$ cat config.mk
export PLATFORM = sky130hd
export DESIGN_NAME = crt_cell
export DESIGN_NICKNAME = d
export VERILOG_FILES = /design/src/hdl/crt_pkg.sv /design/src/hdl/crt_cell.sv
export SDC_FILE = /design/constraint.sdc
export NUM_CORES = 1
export LEC_CHECK = 0
export BUFFER_PORTS_ARGS = -buffer_cell sky130_fd_sc_hd__buf_2
export CAP_MARGIN = 30
export CORE_MARGIN = 3
export CORE_UTILIZATION = 38
export CTS_BUF_LIST = sky130_fd_sc_hd__clkbuf_8
export CTS_CLUSTER_SIZE = 12
export DETAILED_ROUTE_END_ITERATION = 12
export MAX_ROUTING_LAYER = met4
export PLACE_DENSITY = 0.83
export SLEW_MARGIN = 30
export SYNTH_ARGS = -nofsm -noshare
export SYNTH_HDL_FRONTEND = slang
export SYNTH_SLANG_ARGS = --single-unit
$ cat constraint.sdc
create_clock -name clk_i -period 4.3 [get_ports clk_i]
set_clock_uncertainty 0.2 [all_clocks]
set_input_delay 0.645 -clock clk_i [delete_from_list [all_inputs] [get_ports clk_i]]
set_output_delay 0.645 -clock clk_i [all_outputs]
set_load 0.05 [all_outputs]
$ cat src/hdl/crt_pkg.sv
// ----------------------------------------------------------------------------
// crt_pkg
// shared types and codes for the color run table
// ----------------------------------------------------------------------------
package crt_pkg;

  localparam int unsigned COLOR_W = 32;
  localparam int unsigned LEN_W   = 16;

  // operation codes
  localparam logic OP_LOOKUP = 1'b0;
  localparam logic OP_ASSIGN = 1'b1;

  // configuration register indexes
  localparam logic REG_RGB_MODE    = 1'b0;
  localparam logic REG_DEFAULT_RGB = 1'b1;

  typedef enum logic [3:0] {
    CELL_HOLD = 4'b0001,
    CELL_ROT  = 4'b0010,
    CELL_DEL  = 4'b0100,
    CELL_INS  = 4'b1000
  } cell_op_e;

  typedef enum logic [6:0] {
    ST_IDLE  = 7'b0000001,
    ST_SCAN  = 7'b0000010,
    ST_CALC  = 7'b0000100,
    ST_DEL   = 7'b0001000,
    ST_INS_E = 7'b0010000,
    ST_INS_S = 7'b0100000,
    ST_FIN   = 7'b1000000
  } state_e;

  typedef struct packed {
    cell_op_e             op;
    logic [COLOR_W-1:0]   ins_color;
    logic                 ins_rgb;
  } cell_ctrl_t;

endpackage

$ cat src/hdl/crt_cell.sv
// ----------------------------------------------------------------------------
// crt_cell
// one change point of the line: rotates, closes gaps and opens slots
// ----------------------------------------------------------------------------
module crt_cell #(
  parameter int unsigned COL_W = 17,
  parameter int unsigned CNT_W = 7,
  parameter int unsigned IDX   = 0
) (
  input  logic                       clk_i,
  input  crt_pkg::cell_ctrl_t        ctrl_i,
  input  logic [CNT_W-1:0]           pos_i,
  input  logic [COL_W-1:0]           ins_col_i,
  input  logic [COL_W-1:0]           up_col_i,
  input  logic [crt_pkg::COLOR_W-1:0] up_color_i,
  input  logic                       up_rgb_i,
  input  logic [COL_W-1:0]           dn_col_i,
  input  logic [crt_pkg::COLOR_W-1:0] dn_color_i,
  input  logic                       dn_rgb_i,
  output logic [COL_W-1:0]           col_o,
  output logic [crt_pkg::COLOR_W-1:0] color_o,
  output logic                       rgb_o
);
  import crt_pkg::*;

  localparam logic [CNT_W-1:0] MY = CNT_W'(IDX);

  logic [COL_W-1:0]   col_q,   col_d;
  logic [COLOR_W-1:0] color_q, color_d;
  logic               rgb_q,   rgb_d;

  always_comb begin
    col_d   = col_q;
    color_d = color_q;
    rgb_d   = rgb_q;
    case (ctrl_i.op)
      CELL_ROT: begin
        col_d = up_col_i; color_d = up_color_i; rgb_d = up_rgb_i;
      end
      CELL_DEL: begin
        if (MY >= pos_i) begin
          col_d = up_col_i; color_d = up_color_i; rgb_d = up_rgb_i;
        end
      end
      CELL_INS: begin
        if (MY > pos_i) begin
          col_d = dn_col_i; color_d = dn_color_i; rgb_d = dn_rgb_i;
        end else if (MY == pos_i) begin
          col_d = ins_col_i; color_d = ctrl_i.ins_color; rgb_d = ctrl_i.ins_rgb;
        end
      end
      default: ;
    endcase
  end

  always_ff @(posedge clk_i) begin
    col_q   <= col_d;
    color_q <= color_d;
    rgb_q   <= rgb_d;
  end

  assign col_o   = col_q;
  assign color_o = color_q;
  assign rgb_o   = rgb_q;

endmodule

# Word-level counts from Yosys, hierarchy flattened
# Cells that the tools add are included.
# classes
n_eq_ne,5
n_bitwise,0
n_reduce_logical,3
shifts,0
div_mod_pow,0
order_cmp,2
n_addsub,0
n_mul,0
muxes,12
# op_table
op,count
$mux W32,3
$pmux W32 S3,1
$mux W17,3
$pmux W17 S3,1
$ge A1 B7 Y1 const A,1
$gt A1 B7 Y1 const A,1
$logic_not A7 Y1,1
$eq A4 B2 Y1 const B,1
$eq A4 B3 Y1 const B,1
$eq A4 B4 Y1 const B,1
$mux W1,3
$ne A3 B3 Y1 const B,1
$pmux W1 S3,1
$reduce_and A3 Y1,1
$reduce_bool A3 Y1,1
$ne A2 B2 Y1 const B,1
# word_totals
n_memories,0
mem_bits_ro,0
ram_bits,0
ff_bits,50
latch_bits,0
inputBits,162

# Depth between registers and ports, before layout
# logic_depth
word_depth,4
ltp_mapped,3
ltp_nobuf,3

# Worst setup path before layout
# No wires, ideal clock.
# synth_timing
path_kind,input -> register
start,in pos_i[2]
end,"reg col_q[0], in the netlist col_o[0] (enable)"
path_stages,3
setup_time_ps,458
path_buffers,0
setup_slack_ps,508
arrival_ps,3134
path_cell_list,nor4_1 a32oi_1 nor2_1
# synth_via
elab_chain_cells,3
# synth_rtl
element,line,source
"start, declared",crt_cell.sv:12,"input logic [CNT_W-1:0] pos_i,"
$gt A1 B7 Y1 (tied with other cells),crt_cell.sv:46,if (MY > pos_i) begin
$ne A3 B3 Y1 (no line) or $ne A2 B2 Y1 (tied branches),-,
$reduce_and A3 Y1 (no line) (*),-,
"end signal, assigned",crt_cell.sv:57,col_q <= col_d;
"end, declared",crt_cell.sv:28,"logic [COL_W-1:0] col_q, col_d;"
# Every way passes the cells marked *; elsewhere a longest branch is shown, timed or not.
# A chain may end at the register's enable or synchronous reset.

# Worst setup path in the final report
# layout_timing
start,in ctrl_i[33] (netlist name)
end,"reg col_q[15], in the netlist col_o[15] (data pin)"
# layout_via
elab_chain_cells,2
# layout_rtl
element,line,source
"start, declared",crt_cell.sv:11,"input crt_pkg::cell_ctrl_t ctrl_i,"
$eq A4 B4 Y1 (tied with other cells),crt_cell.sv:36,case (ctrl_i.op)
$pmux W17 S3 (*),crt_cell.sv:36,
via col_d[15],crt_cell.sv:28,
# The timed path passes the listed nets; every way through them passes the cells marked *.

==> results.md <==
| Quantity | Value | Unit |
|:---|:---|:---|
| Initial standard-cell utilization of the core | 0.398 | - |
| Worst endpoint data arrival time | 2.22 | ns |
| Clock net sink count | 50 | - |
| Final HPWL DP | 4.68 | mm |
| Die footprint | 6790 | sq um |
| Power per cell area | 329 | nW/um^2 |
| Std-Cell Rows | 27 | - |
| Final core utilization | 0.576 | - |
| DRC violations left | 0 | - |
| Die width | 82.4 | um |
| Average wire per cell in the routed design | 16.5 | um |
| Top-level port count | 212 | - |
| DRT antenna net count | 0 | - |
| Leakage power | 0.00139 | uW |
| First-pass GRT wire length | 7.91 | mm |
| Number of buffers inserted during clock tree synthesis | 5 | - |
| Setup repair after global routing missed its margin | no | - |
| Max VDD drop | 0.000169 | V |
| Input/output buffers | 161 | - |
| Clock-pin transition on the worst setup and hold timing paths | 0.09 | ns |
| Crit-path cells | buf_2, nor4b_4, buf_12, mux2_2 | - |
| Y dimension of the die | 82.4 | um |
| Highest cell delay on the worst timing path | 0.70 | ns |
| Status | finished, final reports clean | - |
| First DRT Iteration DRCs | 66 | - |
| Delay-heaviest family, CP | simple AND/OR/NAND/NOR gates | - |
| Worst endpoint required time | 4.15 | ns |
| Synthesized instance count | 112 | - |
| Worst Hold Launch | ctrl_i[5] | - |
| Final #Nets | 439 | - |
| Yosys synthesis warning count | 0 | - |
| Rel. slew slack | 0.496 | - |
| CTS tree | built | - |
| Antenna violations before repair | 2 | - |
| CTS Root Cell | clkbuf_8 | - |
| Slowest CP cell | nor4b_4 | - |
| Area of the mapped netlist | 2220 | sq um |
| Final setup vio count | 0 | - |
| Via count of the first global-routing pass | 1624 | - |
| Max-Cap Viols | 0 | - |
| Hold-fix buffer count after cts | 0 | - |
| Mean cell area of the mapped netlist | 19.8 | sq um |
| Max Root-Sink Buffers | 2 | - |
| Crit Path Category | primary input to flip-flop | - |
| Number of failing hold endpoints at the final stage | 0 | - |
| Detailed-routing iteration count for the pre-antenna-repair pass | 4 | - |
| Worst-path fanout max | 41 | - |
| Slew @ Worst Pin | 0.753 | ns |
| Portion of the post-synthesis area used by sequential elements | 0.676 | - |
| Detailed-route via count | 1640 | - |
| Capturing element type of the critical path | flip-flop | - |
| Wirelength, routed | 5.82 | mm |
| HP Class | primary input to flip-flop | - |
| Global placement routability congestion | 0.796 | - |
| Category of the worst setup path launch point | primary input | - |
| Signed area change from the synthesized netlist to the final layout | 44.6 | % |
| Final sum of negative setup slack | 0 | ns |
| Synthesized flop and latch total | 50 | - |
| Startpoint of the most critical setup path | ctrl_i[33] | - |
| Total grt overflow | 0 | - |
| Avg Vias per Cell | 4.66 | - |
| Final hold slack | 0.436 | ns |
| Netlist cell types | 9 | - |
| Std-Cell Core Area | 5570 | sq um |
| Maximum number of pins on one net before global-route repair | 50 | - |
| Overall Global Routing Usage | 0.170 | - |
| Final Slew Violations | 0 | - |
| Post-route fraction of the period consumed by the critical path | 0.552 | - |
| Post-CTS repair timing setup buffer count | 0 | - |
| Share of post-route cells with drive strength above 1 | 0.799 | - |
| Worst path buffer plus inverter count | 2 | - |
| Number of H-tree levels | 2 | - |
| Post-layout minimum cycle time | 2.38 | ns |
| Achievable clock frequency | 421 | MHz |
| Syn nets | 274 | - |
| Resize count post-CTS | 0 | - |
==> worst paths after layout <==
check / end / depth (start not counted)
max: col_o[15] / 4
min: color_o[4] / 2
==> cell usage in the layout, fill, tap and decap left out, drive strengths merged <==
master,instances
edfxtp,50
mux2,50
buf,163
nor4b,1
bufinv,1
nor4,2
a32oi,1
xor2,1
clkbuf,5
clkinvlp,1
nor2,2
inv,1
diode,2
==> cell type report <==
type | count | area, sq um
multi-input cells | 57 | 669
well taps | 72 | 90.1
clock buffers | 5 | 68.8
clock inverters | 3 | 41.3
diodes | 2 | 5.00
fillers | 459 | 2360
repair buffers | 163 | 833
flip-flops and latches | 50 | 1500
==> cell families (layout without fill, tap and decap cells) <==
group	count (synthesis)	after routing	share of synthesized area
AO/OA/AOI/OAI	1	1	0.00395
XOR/XNOR	1	1	0.00395
buffers and inverters	5	171	0.0254
flip-flops	50	50	0.676
multiplexers	50	50	0.271
other	0	2	0
AND/OR/NAND/NOR	5	5	0.0197
==> flip-flops by register name, indices dropped and copies added (netlist names) <==
name,flops
color_o,32
rgb_o,1
col_o,17
==> per-layer routing <==
metal	share of wire	vias up	global-route usage
met2	0.47	113	0.270
li1	-	775	-
met1	0.40	746	0.200
met3	0.12	6	0.0727
met4	0.011	0	0.0449
met5	0	-	-
==> cell usage after synthesis <==
| library cell | instances | area, sq um |
|---|---|---|
| mux2_4 | 10 | 150 |
| nor2_1 | 2 | 7.51 |
| mux2_2 | 40 | 450 |
| nor4b_4 | 1 | 23.8 |
| buf_6 | 5 | 56.3 |
| edfxtp_1 | 50 | 1500 |
| a32oi_1 | 1 | 8.76 |
| nor4_1 | 2 | 12.5 |
| xor2_1 | 1 | 8.76 |
==> power breakdown <==
| group | switching, uW | leakage, uW | internal [uW] |
|---|---|---|---|
| clock | 156 | 0.0000556 | 171 |
| sequential | 3.20 | 0.000454 | 555 |
| combinational | 94.8 | 0.000878 | 76.2 |
| total | 254 | 0.00139 | 803 |
==> per-stage QoR <==
| stage | worst slack, ns | power (uW) | cells | area [sq um] |
|---|---|---|---|---|
| after floorplan | 0.508 | 670 | 112 | 2220 |
| after global placement | 1.58 | 737 | 342 | 3090 |
| after detailed placement | 1.58 | 742 | 342 | 3090 |
| after CTS | 1.90 | 1070 | 350 | 3200 |
| after global routing | 1.85 | 1100 | 352 | 3210 |
| final | 1.92 | 1060 | 352 | 3210 |
Power figures use the tool's default switching activity.
